<file path="src/sv/ptw_pkg.sv">
package ptw_pkg;

	localparam int VA_W   = 48;
	localparam int PA_W   = 52;
	localparam int WORD_W = 64;

	// action codes on the input channel
	localparam logic ACT_START = 1'b0;
	localparam logic ACT_WORD  = 1'b1;

	// result kinds
	localparam logic KIND_READ = 1'b0;
	localparam logic KIND_DONE = 1'b1;

	// page sizes
	localparam logic [1:0] PS_4K = 2'd0;
	localparam logic [1:0] PS_2M = 2'd1;
	localparam logic [1:0] PS_1G = 2'd2;

	// table levels, top first
	localparam logic [1:0] LVL_PML4 = 2'd3;
	localparam logic [1:0] LVL_PDPT = 2'd2;
	localparam logic [1:0] LVL_PD   = 2'd1;
	localparam logic [1:0] LVL_PT   = 2'd0;

	localparam int PRESENT_BIT = 0;
	localparam int PS_BIT      = 7;

	typedef struct packed {
		logic              start;
		logic [VA_W-1:0]   va;
		logic [WORD_W-1:0] word;
	} item_t;

	typedef struct packed {
		logic            kind;
		logic [PA_W-1:0] addr;
		logic            fault;
		logic [1:0]      size;
	} result_t;

endpackage

</file>
<file path="src/sv/ptw_front.sv">
module ptw_front (
	input  logic                          clk,
	input  logic                          arst_n,
	input  logic                          in_valid,
	output logic                          in_stall,
	input  logic                          action,
	input  logic [ptw_pkg::VA_W-1:0]      virtual_address,
	input  logic [ptw_pkg::WORD_W-1:0]    table_word,
	output logic                          push_valid,
	output ptw_pkg::item_t                push_item,
	input  logic                          push_ready
);

	logic           valid_s1;
	ptw_pkg::item_t item_s1;
	logic           accept;

	assign in_stall = valid_s1 && !push_ready;
	assign accept   = in_valid && !in_stall;

	always_ff @(posedge clk or negedge arst_n) begin
		if (!arst_n) begin
			valid_s1 <= 1'b0;
		end else if (accept) begin
			valid_s1 <= 1'b1;
		end else if (push_ready) begin
			valid_s1 <= 1'b0;
		end
	end

	// classify: start requests versus returned table words
	always_ff @(posedge clk) begin
		if (accept) begin
			item_s1.start <= (action == ptw_pkg::ACT_START);
			item_s1.va    <= virtual_address;
			item_s1.word  <= table_word;
		end
	end

	assign push_valid = valid_s1;
	assign push_item  = item_s1;

endmodule

</file>
<file path="src/sv/ptw_queue.sv">
module ptw_queue #(
	parameter int DEPTH = 2
) (
	input  logic           clk,
	input  logic           arst_n,
	input  logic           push_valid,
	input  ptw_pkg::item_t push_item,
	output logic           push_ready,
	output logic           pop_valid,
	output ptw_pkg::item_t pop_item,
	input  logic           pop_ready
);

	localparam int PTR_W = (DEPTH > 1) ? $clog2(DEPTH) : 1;
	localparam int CNT_W = $clog2(DEPTH + 1);

	ptw_pkg::item_t   entries_q [DEPTH];
	logic [PTR_W-1:0] wr_ptr_q;
	logic [PTR_W-1:0] rd_ptr_q;
	logic [CNT_W-1:0] count_q;
	logic             push;
	logic             pop;

	assign push_ready = (count_q != CNT_W'(DEPTH));
	assign pop_valid  = (count_q != '0);
	assign push       = push_valid && push_ready;
	assign pop        = pop_valid && pop_ready;
	assign pop_item   = entries_q[rd_ptr_q];

	always_ff @(posedge clk or negedge arst_n) begin
		if (!arst_n) begin
			wr_ptr_q <= '0;
			rd_ptr_q <= '0;
			count_q  <= '0;
		end else begin
			if (push) begin
				wr_ptr_q <= (wr_ptr_q == PTR_W'(DEPTH - 1)) ? '0 : wr_ptr_q + 1'b1;
			end
			if (pop) begin
				rd_ptr_q <= (rd_ptr_q == PTR_W'(DEPTH - 1)) ? '0 : rd_ptr_q + 1'b1;
			end
			if (push && !pop) begin
				count_q <= count_q + 1'b1;
			end else if (pop && !push) begin
				count_q <= count_q - 1'b1;
			end
		end
	end

	always_ff @(posedge clk) begin
		if (push) begin
			entries_q[wr_ptr_q] <= push_item;
		end
	end

endmodule

</file>
<file path="src/sv/ptw_back.sv">
module ptw_back (
	input  logic                       clk,
	input  logic                       arst_n,
	input  logic [ptw_pkg::PA_W-1:0]   root_base,
	input  logic                       pop_valid,
	input  ptw_pkg::item_t             pop_item,
	output logic                       pop_ready,
	output logic                       out_valid,
	input  logic                       out_stall,
	output ptw_pkg::result_t           result
);

	logic                       busy_q;
	logic [1:0]                 level_q;
	logic [ptw_pkg::VA_W-1:0]   va_q;
	logic                       out_valid_q;
	ptw_pkg::result_t           result_q;

	logic                       pop;
	logic                       emit;
	ptw_pkg::result_t           res_next;
	logic                       busy_next;
	logic [1:0]                 level_next;
	logic                       present;
	logic                       ps_bit;
	logic [1:0]                 level_dn;
	logic [8:0]                 next_index;

	assign pop_ready = !out_valid_q || !out_stall;
	assign pop       = pop_valid && pop_ready;
	assign present   = pop_item.word[ptw_pkg::PRESENT_BIT];
	assign ps_bit    = pop_item.word[ptw_pkg::PS_BIT];
	assign level_dn  = level_q - 2'd1;

	// index of the entry in the next table down
	always_comb begin
		case (level_dn)
			ptw_pkg::LVL_PML4: next_index = va_q[47:39];
			ptw_pkg::LVL_PDPT: next_index = va_q[38:30];
			ptw_pkg::LVL_PD:   next_index = va_q[29:21];
			default:           next_index = va_q[20:12];
		endcase
	end

	always_comb begin
		emit       = 1'b1;
		busy_next  = busy_q;
		level_next = level_q;
		res_next   = '{kind: ptw_pkg::KIND_DONE, addr: '0, fault: 1'b0, size: ptw_pkg::PS_4K};
		if (pop_item.start) begin
			busy_next     = 1'b1;
			level_next    = ptw_pkg::LVL_PML4;
			res_next.kind = ptw_pkg::KIND_READ;
			res_next.addr = {root_base[51:12], pop_item.va[47:39], 3'b000};
		end else if (!busy_q) begin
			emit = 1'b0;
		end else if (!present) begin
			busy_next      = 1'b0;
			level_next     = ptw_pkg::LVL_PT;
			res_next.fault = 1'b1;
		end else if (level_q == ptw_pkg::LVL_PDPT && ps_bit) begin
			busy_next     = 1'b0;
			level_next    = ptw_pkg::LVL_PT;
			res_next.addr = {pop_item.word[51:30], va_q[29:0]};
			res_next.size = ptw_pkg::PS_1G;
		end else if (level_q == ptw_pkg::LVL_PD && ps_bit) begin
			busy_next     = 1'b0;
			level_next    = ptw_pkg::LVL_PT;
			res_next.addr = {pop_item.word[51:21], va_q[20:0]};
			res_next.size = ptw_pkg::PS_2M;
		end else if (level_q == ptw_pkg::LVL_PT) begin
			busy_next     = 1'b0;
			res_next.addr = {pop_item.word[51:12], va_q[11:0]};
		end else begin
			level_next    = level_dn;
			res_next.kind = ptw_pkg::KIND_READ;
			res_next.addr = {pop_item.word[51:12], next_index, 3'b000};
		end
	end

	always_ff @(posedge clk or negedge arst_n) begin
		if (!arst_n) begin
			busy_q      <= 1'b0;
			level_q     <= ptw_pkg::LVL_PT;
			va_q        <= '0;
			out_valid_q <= 1'b0;
		end else begin
			if (pop) begin
				busy_q  <= busy_next;
				level_q <= level_next;
				if (pop_item.start) begin
					va_q <= pop_item.va;
				end
			end
			if (pop_ready) begin
				out_valid_q <= pop && emit;
			end
		end
	end

	always_ff @(posedge clk) begin
		if (pop && emit) begin
			result_q <= res_next;
		end
	end

	assign out_valid = out_valid_q;
	assign result    = result_q;

endmodule

</file>
<file path="src/sv/four_level_page_table_walker.sv">
// Each item is registered in the input stage, the queue and the output register before its
// result is valid.
// Throughput: one item per cycle while out_stall is low; each popped item steps the walk.
// A held result stalls the back end; queue and input stage then fill and in_stall rises.
// Table words that arrive while no walk is active produce no result.
// Reset (arst_n low, async): walk idle, queue and output empty, root_table_base cleared.
module four_level_page_table_walker #(
	parameter int QUEUE_DEPTH = 2
) (
	input  logic                       clk,
	input  logic                       arst_n,
	input  logic                       cfg_we,
	input  logic [51:0]                cfg_wdata,
	input  logic                       in_valid,
	output logic                       in_stall,
	input  logic                       action,
	input  logic [47:0]                virtual_address,
	input  logic [63:0]                table_word,
	output logic                       out_valid,
	input  logic                       out_stall,
	output logic                       kind,
	output logic [51:0]                phys_address,
	output logic                       fault,
	output logic [1:0]                 map_size
);

	logic [51:0]      root_table_base_q;
	logic             push_valid;
	logic             push_ready;
	ptw_pkg::item_t   push_item;
	logic             pop_valid;
	logic             pop_ready;
	ptw_pkg::item_t   pop_item;
	ptw_pkg::result_t result;

	always_ff @(posedge clk or negedge arst_n) begin
		if (!arst_n) begin
			root_table_base_q <= '0;
		end else if (cfg_we) begin
			root_table_base_q <= cfg_wdata;
		end
	end

	ptw_front u_front (
		.clk             (clk),
		.arst_n          (arst_n),
		.in_valid        (in_valid),
		.in_stall        (in_stall),
		.action          (action),
		.virtual_address (virtual_address),
		.table_word      (table_word),
		.push_valid      (push_valid),
		.push_item       (push_item),
		.push_ready      (push_ready)
	);

	ptw_queue #(
		.DEPTH (QUEUE_DEPTH)
	) u_queue (
		.clk        (clk),
		.arst_n     (arst_n),
		.push_valid (push_valid),
		.push_item  (push_item),
		.push_ready (push_ready),
		.pop_valid  (pop_valid),
		.pop_item   (pop_item),
		.pop_ready  (pop_ready)
	);

	ptw_back u_back (
		.clk       (clk),
		.arst_n    (arst_n),
		.root_base (root_table_base_q),
		.pop_valid (pop_valid),
		.pop_item  (pop_item),
		.pop_ready (pop_ready),
		.out_valid (out_valid),
		.out_stall (out_stall),
		.result    (result)
	);

	assign kind         = result.kind;
	assign phys_address = result.addr;
	assign fault        = result.fault;
	assign map_size     = result.size;

`ifndef NO_ASSERTIONS
	a_fault_clean: assert property (@(posedge clk) disable iff (!arst_n)
		out_valid && fault |-> kind == ptw_pkg::KIND_DONE && phys_address == '0
			&& map_size == ptw_pkg::PS_4K)
		else $error("fault result carries address or size");

	a_read_aligned: assert property (@(posedge clk) disable iff (!arst_n)
		out_valid && kind == ptw_pkg::KIND_READ |-> !fault && map_size == ptw_pkg::PS_4K
			&& phys_address[2:0] == 3'b000)
		else $error("read request malformed");

	a_size_legal: assert property (@(posedge clk) disable iff (!arst_n)
		out_valid |-> map_size != 2'd3)
		else $error("illegal page size code");
`endif

endmodule

</file>
<file path="config.mk">
export PLATFORM = sky130hd
export DESIGN_NAME = four_level_page_table_walker
export DESIGN_NICKNAME = d
export VERILOG_FILES = /design/src/sv/ptw_pkg.sv /design/src/sv/ptw_front.sv /design/src/sv/ptw_queue.sv /design/src/sv/ptw_back.sv /design/src/sv/four_level_page_table_walker.sv
export SDC_FILE = /design/constraint.sdc
export NUM_CORES = 1
export LEC_CHECK = 0
export BUFFER_PORTS_ARGS = -buffer_cell sky130_fd_sc_hd__buf_2
export CORE_MARGIN = 2
export CORE_UTILIZATION = 57
export DETAILED_ROUTE_END_ITERATION = 12
export GPL_TIMING_DRIVEN = 0
export PLACE_DENSITY = 0.78
export SYNTH_ARGS = -nofsm -noshare
export SYNTH_HDL_FRONTEND = slang
export SYNTH_SLANG_ARGS = --single-unit
</file>
<file path="constraint.sdc">
create_clock -name clk -period 7.1 [get_ports clk]
set_clock_uncertainty 0.1 [all_clocks]
set_input_delay 2.13 -clock clk [delete_from_list [all_inputs] [get_ports clk]]
set_output_delay 2.13 -clock clk [all_outputs]
set_load 0.005 [all_outputs]
</file>
==> results.yml, run 1 <==
cts:
  cts_hold_repair.buffers: 0
  clk_pin_slew_ns: 0.06
  clk_latency_ns: 0.53
  htreeDepth: 2
  cts_resized: 0
  cts.path.max_buffers: 3
  cts_sinks: 426
  cts_tree: "done"
  clock-root-buffer: "clkbuf_16"
  cts_inserted_buffers: 43
  postCtsSetupBuffers: 0
power:
  p_leak_uw: 0.00741
  ir_worst_vdd_mv: 0.269
  p_total_uw: 8420
  power_density_mw_per_mm2: 450
timing:
  relSlewSlack_pct: 36.2
  maxSlewViolCount: 0
  fmax_mhz: 273
  rsz0062_at_grt: "no"
  timing.final.ws_setup_ns: 3.44
  hold_slack_ns: 0.340
  report.final.setup_viol: 0
  fin_crit_ns: 3.66
  fin_crit_sh_pct: 51.5
  tightest_slew_ns: 0.955
  finalHoldViolations: 0
die:
  coreArea_mm2: 0.0270
  chipWidth_um: 170
  die_area_mm2: 0.0288
  rows: 60
  die_h_um: 170
  ios: 228
  initial_core_util_pct: 58.1
grt:
  grt_overflow: 0
  antenna_found_initial: 0
  grt_max_degree: 60
  grt_pass1_vias: 8398
  track_usage_pct: 21.6
  grt_pass1_wl_um: 46800
min_path:
  min_path_type: "reg -> reg"
logic_synthesis:
  synth_seq_cells: 426
  synth_cell_types: 39
  synth_top_area_share_pct: 63.0
  synth-main-ff-cell: "edfxtp_1"
  synth_area_leaders: "edfxtp_1, dfrtp_1, mux2i_1, mux2_2, nand2_1"
  ys_top_cells_by_count: "edfxtp_1, nand2_1, dfrtp_1, o21ai_0, mux2i_1"
  yosysWarnings: 0
  syn_nets: 1087
  synth_area_leader_cell: "edfxtp_1"
  async_flop_share_pct: 22.8
  syn_avg_cell_area_um2: 17.2
  syn_inst: 910
  syn-cell-area_mm2: 0.0157
  synth.most_common_cell: "edfxtp_1"
  ys_seq_area_share_pct: 78.5
  synth_edf_count: 329
final_layout:
  nets: 1331
  layout-area-overhead-vs-synth_pct: 19.5
  diodes: 0
  final_area_mm2: 0.0187
  drive_gt1_share_pct: 31.1
  final_core_util_pct: 69.5
  fillers: 1747
job:
  drv_cap: 0
placement:
  dp_hpwl_um: 20600
  placed_area_mm2: 0.0172
  place.gp.congestion: 0.839
  dp_worst_setup_slack_ns: 2.93
  portBuffers: 192
setup_path:
  critPathMaxFanout: 5
  endpoint_kind: "output port"
  required_ns: 4.87
  start_kind: "flip-flop"
  arrival_ns: 1.43
  path_cells: "nand3b_1, inv_1, buf_2"
  crit_path_top_delay_cell: "dfrtp_1"
  max_stage_delay_ns: 0.44
  path_class: "reg -> out"
routing:
  drt-wirelength-per-cell_um: 20.0
  detail_route.first_pass.iterations: 8
  drc: 0
  ant_nets: 0
  drt-total-wl_um: 30600
  vias_per_cell: 5.51
  vias: 8426
  drtIter0Drc: 706
status:
  outcome: "finished, final reports clean"
-- routing by layer --
| metal | track usage [%] | share of wire [%] | vias to the layer above |
|---|---|---|---|
| li1 | - | - | 3929 |
| met1 | 30.5 | 42 | 4118 |
| met2 | 35.1 | 49 | 324 |
| met3 | 3.78 | 6.9 | 55 |
| met4 | 6.80 | 2.5 | 0 |
| met5 | 0 | 0 | - |
-- through the flow --
stage	setup TNS [ns]	instances
floorplan	0	910
global placement	-29.86	1443
detailed placement	0	1450
CTS	0	1528
global route	0	1528
finish	0	1528
-- path summary, 6_finish.rpt --
| kind | startpoint | end | slack, ns | depth (start not counted) |
|---|---|---|---|---|
| worst max-delay path | u_queue.count_q[0] | in_stall | 3.44 | 3 |
| worst min-delay path | u_front.push_item[45] | u_queue.entries_q[1][45] | 0.34 | 0 |
| worst max register to register | u_queue.rd_ptr_q | u_back.result[50] | 4.57 | 5 |
| worst min register to register | u_front.push_item[45] | u_queue.entries_q[1][45] | 0.34 | 0 |
| max in group asynchronous | arst_n | u_back.va_q[14] | 4.66 | 2 |
| min in group asynchronous | arst_n | root_table_base_q[24] | 1.52 | 1 |
-- cell usage in the layout (no fill, tap or decap), types with 3 or more instances in the layout --
cell type | netlist | routed
a21oi_1 | 21 | 21
a222oi_1 | 9 | 9
buf_1 | 6 | 6
buf_12 | 0 | 5
buf_2 | 10 | 201
buf_4 | 10 | 11
bufinv_16 | 0 | 5
clkbuf_1 | 18 | 24
clkbuf_16 | 0 | 46
clkbuf_8 | 0 | 5
clkinv_1 | 1 | 5
clkinv_2 | 0 | 8
dfrtp_1 | 97 | 97
edfxtp_1 | 329 | 329
ha_1 | 7 | 7
inv_1 | 7 | 7
mux2_2 | 69 | 69
mux2i_1 | 80 | 80
nand2_1 | 112 | 112
nor2_1 | 5 | 3
nor3b_1 | 3 | 3
o2111ai_1 | 9 | 9
o211ai_1 | 9 | 9
o21ai_0 | 81 | 81
xor2_1 | 3 | 3
-- layout make-up --
cell class                 instances  area [um^2]  area share, %
tap                              341          427           2.28
sequential                       426        12300           65.7
clock buffer                      57         1240           6.64
buffer                            45          226           1.21
clock inverter                    21          240           1.28
timing repair buffer             199         1120           5.98
multi-input combinational        430         3130           16.7
inverter                           9         33.8          0.180
-- critical path: cells and delay by family, from the launching register on --
kind | cells | cell delay [ns]
buffers and inverters | 2 | 0.23
AND/OR/NAND/NOR | 1 | 0.24
flip-flops | 1 | 0.44
-- registers in the layout, summed over array words and instances, names as in the netlist --
name                cells
u_back.result          56
u_queue.wr_ptr_q        1
u_back.level_q          2
u_queue.entries_q     182
u_back.busy_q           1
u_queue.rd_ptr_q        1
u_front.push_item      91
u_queue.count_q         2
u_back.va_q            48
u_back.out_valid        1
root_table_base_q      40
u_front.push_valid      1
-- logic make-up after synthesis --
logic type / synth area share (%)
compound gates: 5.27
xor+xnor: 0.280
fa+ha+maj: 0.559
buf+inv: 1.66
flops: 78.5
mux: 10.3
simple gates: 3.43
-- report_power, final --
group          internal (uW)  switching, uW
clock network           1410            897
registers               3660            335
logic                    809           1300
No activity file was read; power rests on OpenSTA's default activity.
==> run 2: changes to the inputs <==
- clock period: 7.1 -> 3.41 ns (I/O delays scaled with it)
==> run 2 against run 1 <==
Net effect:
- combinational power is 110% higher
- via count is 0.83% higher
- die area stayed put
- largest cell class unchanged
- critical endpoint unchanged
- global-route usage hardly changed
- first-iteration DRC count is 0.57% higher
- hold slack better by 0.0012 ns
==> results.yml, run 2 (same netlist as run 1, synthesis figures left out) <==
cts:
  cts_sinks: 426
  clock-root-buffer: "clkbuf_16"
  cts_resized: 0
  cts_tree: "done"
  clk_pin_slew_ns: 0.06
  cts_inserted_buffers: 42
  clk_latency_ns: 0.53
  cts_hold_repair.buffers: 0
  postCtsSetupBuffers: 0
  htreeDepth: 2
  cts.path.max_buffers: 3
routing:
  detail_route.first_pass.iterations: 8
  drt-total-wl_um: 30900
  ant_nets: 0
  vias_per_cell: 5.56
  vias: 8496
  drc: 0
  drt-wirelength-per-cell_um: 20.2
  drtIter0Drc: 710
placement:
  placed_cells: 1451
  placed_area_mm2: 0.0173
  dp_hpwl_um: 20500
  portBuffers: 192
  place.gp.congestion: 0.862
setup_path:
  endpoint_kind: "output port"
  start_kind: "flip-flop"
  reg2reg_from: "u_queue.rd_ptr_q"
  path_class: "reg -> out"
  required_ns: 2.29
  critPathMaxFanout: 5
  arrival_ns: 1.42
  startpoint: "u_queue.count_q[0]"
grt:
  grt_max_degree: 61
  met3_usage_pct: 3.54
  grt.busiest_layer: "met2"
  grt_pass1_vias: 8579
  grt_overflow: 0
  track_usage_pct: 21.7
  antenna_found_initial: 1
  grt_use_met1_pct: 29.8
  grt_pass1_wl_um: 46800
  use_met2_pct: 35.6
die:
  initial_core_util_pct: 58.1
  ios: 228
  die_h_um: 170
  coreArea_mm2: 0.0270
  chipWidth_um: 170
  rows: 60
  die_area_mm2: 0.0288
timing:
  fin_crit_ns: 2.54
  fmax_mhz: 393
  relSlewSlack_pct: 47.3
  fin_crit_sh_pct: 74.6
  report.final.setup_viol: 0
  finalHoldViolations: 0
  maxSlewViolCount: 0
  tightest_slew_ns: 0.787
  rsz0062_at_grt: "no"
  hold_slack_ns: 0.342
power:
  seqPwrFrac_pct: 48.3
  p_int_uw: 11900
  p_switching_uw: 5270
  power_frac_comb_pct: 26.1
  p_leak_uw: 0.00735
  power_switching_share_pct: 30.6
  power_density_mw_per_mm2: 925
  clockPowerShare_pct: 25.6
  ir_worst_vdd_mv: 0.576
min_path:
  min_path_type: "reg -> reg"
  hold_path.startpoint: "u_front.push_item[104]"
final_layout:
  layout-area-overhead-vs-synth_pct: 18.8
  nets: 1331
  final_core_util_pct: 69.1
  fillers: 1752
  drive_gt1_share_pct: 30.7
  diodes: 0
  final_common_cell: "edfxtp_1"
  largest_reg_flops: 182
  top_register: "u_queue.entries_q"
  fin_cells: 1528
  final_area_mm2: 0.0186
  mostFrequentLayoutCells: "edfxtp_1, buf_2, nand2_1, dfrtp_1, o21ai_0"
job:
  drv_cap: 0
status:
  outcome: "finished, final reports clean"
==> run 2: changes by cell type in the layout (fill, tap and decap cells not counted) <==
cell / delta
clkinv_4: -1
inv_8: -1
buf_12: -2
buf_16: +3
clkbuf_16: -3
inv_6: +1
clkinvlp_4: +1
bufinv_16: -3
clkbuf_1: +5
==> run 2: path summary, 6_finish.rpt <==
kind | end | slack, ns | depth (start not counted)
worst max-delay path | in_stall | 0.87 | 3
worst min-delay path | u_queue.entries_q[1][104] | 0.34 | 0
worst max register to register | u_back.result[54] | 0.99 | 6
worst min register to register | u_queue.entries_q[1][104] | 0.34 | 0
max in group asynchronous | u_back.va_q[7] | 2.11 | 2
min in group asynchronous | root_table_base_q[26] | 0.37 | 1
==> run 2: power groups by stage <==
stage / clock [uW] / sequential (uW) / combinational (uW)
after floorplan: 0 / 8240 / 2740
after global placement: 0 / 8450 / 4150
after detailed placement: 0 / 8390 / 4490
after CTS: 4500 / 8300 / 4520
after global routing: 4700 / 8440 / 4930
final: 4410 / 8310 / 4490
==> run 2: routing by layer <==
metal  part of all wire [%]  vias to the layer above
met3                    5.6                       71
met4                    3.1                        2
met5                  0.042                        -
met1                     43                     4184
li1                       -                     3930
met2                     48                      309
==> run 2: layout make-up <==
cell class | instances | area (um^2) | area share, %
plain buffers | 45 | 226 | 1.22
clock buffers | 59 | 1190 | 6.37
clock inverters | 18 | 146 | 0.786
inverters | 9 | 33.8 | 0.181
multi-input cells | 430 | 3130 | 16.8
flip-flops and latches | 426 | 12300 | 66.1
well taps | 341 | 427 | 2.29
repair buffers | 200 | 1160 | 6.24
==> run 2: critical path, cell delays in order (launching register included) <==
cell	delay [ns]
dfrtp_1	0.45
nand3b_1	0.23
inv_1	0.10
buf_2	0.11
==> run 2: stage by stage <==
stage                     setup WS (ns)  total power [uW]  TNS (ns)
after global placement            -1.11             12600   -160.99
after CTS                         0.848             17300         0
after floorplan                  0.0857             11000         0
after global routing              0.796             18100         0
final                             0.867             17200         0
after detailed placement          0.488             12900         0
==> run 3: changes to the inputs <==
- ABC_AREA: unset -> 1
- CORE_UTILIZATION: 57 -> 51
- PLACE_DENSITY: 0.78 -> 0.73
- clock period: 3.41 -> 2.2 ns (I/O delays scaled with it)
==> run 3 against run 2 <==
Net effect:
- core utilization decreased by 7.1 points
- flip-flop and latch count stayed put
- combinational power is 83% higher
- critical path depth shrank 1
- clock power is 52% higher
- synthesized cell count up 25%
==> results.yml, run 3 <==
placement:
  placed_area_mm2: 0.0175
  dp_hpwl_um: 22400
  place.gp.congestion: 0.834
  placed_cells: 1731
  portBuffers: 192
final_layout:
  largest_reg_flops: 182
  layout-area-overhead-vs-synth_pct: 19.5
  final_common_cell: "edfxtp_1"
  mostFrequentLayoutCells: "edfxtp_1, nand2_1, buf_2, dfrtp_1, nor2_1"
  top_register: "u_queue.entries_q"
  final_area_mm2: 0.0189
  drive_gt1_share_pct: 25.7
  nets: 1567
  final_core_util_pct: 61.9
  fin_cells: 1821
cts:
  clk_pin_slew_ns: 0.06
  cts_sinks: 426
  cts_tree: "done"
  clock-root-buffer: "clkbuf_16"
  clk_latency_ns: 0.53
  cts.path.max_buffers: 3
  cts_inserted_buffers: 43
  htreeDepth: 2
power:
  power_frac_comb_pct: 29.5
  p_total_uw: 27800
  p_leak_uw: 0.00769
  p_switching_uw: 9210
  ir_worst_vdd_mv: 0.746
  power_density_mw_per_mm2: 1470
  p_int_uw: 18600
  power_switching_share_pct: 33.1
  clockPowerShare_pct: 24.1
  seqPwrFrac_pct: 46.4
setup_path:
  endpoint_kind: "output port"
  arrival_ns: 1.39
  critPathMaxFanout: 4
  path_class: "reg -> out"
  required_ns: 1.44
  start_kind: "flip-flop"
timing:
  relSlewSlack_pct: 59.0
  maxSlewViolCount: 0
  finalHoldViolations: 0
  tightest_slew_ns: 0.615
  rsz0062_at_grt: "yes"
  hold_slack_ns: 0.00281
  fin_crit_sh_pct: 97.7
  report.final.setup_viol: 0
  fmax_mhz: 465
  fin_crit_ns: 2.15
logic_synthesis:
  ys_top_cells_by_count: "edfxtp_1, nand2_1, dfrtp_1, nor2_1, o21ai_0"
  ys_seq_area_share_pct: 77.6
  syn_inst: 1134
  synth_cell_types: 31
  synth-main-ff-cell: "edfxtp_1"
  synth_seq_cells: 426
  synth.most_common_cell: "edfxtp_1"
  synth_area_leaders: "edfxtp_1, dfrtp_1, nand2_1, o21ai_0, nor2_1"
  synth_area_leader_cell: "edfxtp_1"
  synth_top_area_share_pct: 62.3
  synth_edf_count: 329
  yosysWarnings: 0
  syn_avg_cell_area_um2: 14.0
  async_flop_share_pct: 22.8
  syn-cell-area_mm2: 0.0159
  syn_nets: 1311
routing:
  drtIter0Drc: 680
  vias_per_cell: 5.22
  vias: 9510
  drt-total-wl_um: 33000
  drc: 0
  drt-wirelength-per-cell_um: 18.1
  detail_route.first_pass.iterations: 5
  ant_nets: 0
die:
  die_area_mm2: 0.0325
  rows: 64
  chipWidth_um: 180
  die_h_um: 180
  initial_core_util_pct: 51.8
  ios: 228
  coreArea_mm2: 0.0306
status:
  outcome: "finished, final reports clean"
grt:
  antenna_found_initial: 1
  grt_pass1_vias: 9484
  grt_max_degree: 66
  grt_overflow: 0
  track_usage_pct: 20.3
  grt_pass1_wl_um: 51200
job:
  drv_cap: 0
min_path:
  min_path_type: "in -> async"
run 3: through the flow:
step	setup TNS (ns)	worst slack, ns
final	0	0.0507
after global placement	-467.44	-1.26
after floorplan	-126.14	-0.430
after CTS	0	0.0191
after detailed placement	-61.64	-1.07
after global routing	-0.00476	-0.00476
run 3: area by class of cell:
cell class	count	area, um^2
Inverter	52	208
Fill cell	2286	11600
Multi-Input combinational cell	601	3070
Sequential cell	426	12300
Timing Repair inverter	3	22.5
Buffer	55	323
Clock buffer	61	1180
Clock inverter	17	116
Tap cell	396	495
Antenna cell	2	5.00
Timing Repair Buffer	208	1220
run 3: worst paths after layout:
path | start | end | slack, ns | depth (start not counted)
worst max-delay path | u_queue.count_q[0] | in_stall | 0.05 | 2
worst min-delay path | arst_n | root_table_base_q[24] | 0.003 | 1
worst max register to register | u_queue.count_q[0] | u_queue.count_q[1] | 0.13 | 6
worst min register to register | u_front.push_item[45] | u_queue.entries_q[0][45] | 0.34 | 0
max in group asynchronous | arst_n | u_back.level_q[0] | 1.26 | 2
min in group clk | table_word[42] | u_front.push_item[42] | 0.21 | 1
run 3: cells by family (layout without fill, tap and decap cells):
group	after synthesis	in the layout	synth area share [%]
AO/OA/AOI/OAI	143	143	5.33
XOR/XNOR	3	3	0.166
adder cells (fa/ha/maj)	7	7	0.552
buffers and inverters	107	396	3.26
flip-flops	426	426	77.6
multiplexers	40	40	2.67
other	0	2	0
AND/OR/NAND/NOR	408	408	10.4
run 3: routing by layer:
| layer | share of wire [%] | vias to the layer above | wire [um] | GRT usage, % |
|---|---|---|---|---|
| li1 | - | 4501 | - | - |
| met1 | 42 | 4597 | 13900 | 27.7 |
| met2 | 49 | 345 | 16100 | 33.7 |
| met3 | 6.2 | 67 | 2050 | 2.97 |
| met4 | 3.1 | 0 | 1010 | 7.26 |
| met5 | 0 | - | 0 | 0 |
run 3: repair_timing:
action	in CTS	in global routing
resized for setup	5	8
buffers inserted	7	0
cloned	3	0
hold buffers	0	0
endpoints found under the setup margin	61	22
run 3: power by group through the flow:
| stage | logic [uW] | clock network (uW) | registers (uW) |
|---|---|---|---|
| after floorplan | 4980 | 0 | 12800 |
| after global placement | 7450 | 0 | 13100 |
| after detailed placement | 7930 | 0 | 13100 |
| after CTS | 8280 | 6840 | 12900 |
| after global routing | 9100 | 7150 | 13100 |
| final | 8210 | 6700 | 12900 |
run 3: critical path: stages (launching register included):
cell and delay [ns]:
dfrtp_1 0.45, nor3_4 0.26, buf_2 0.15
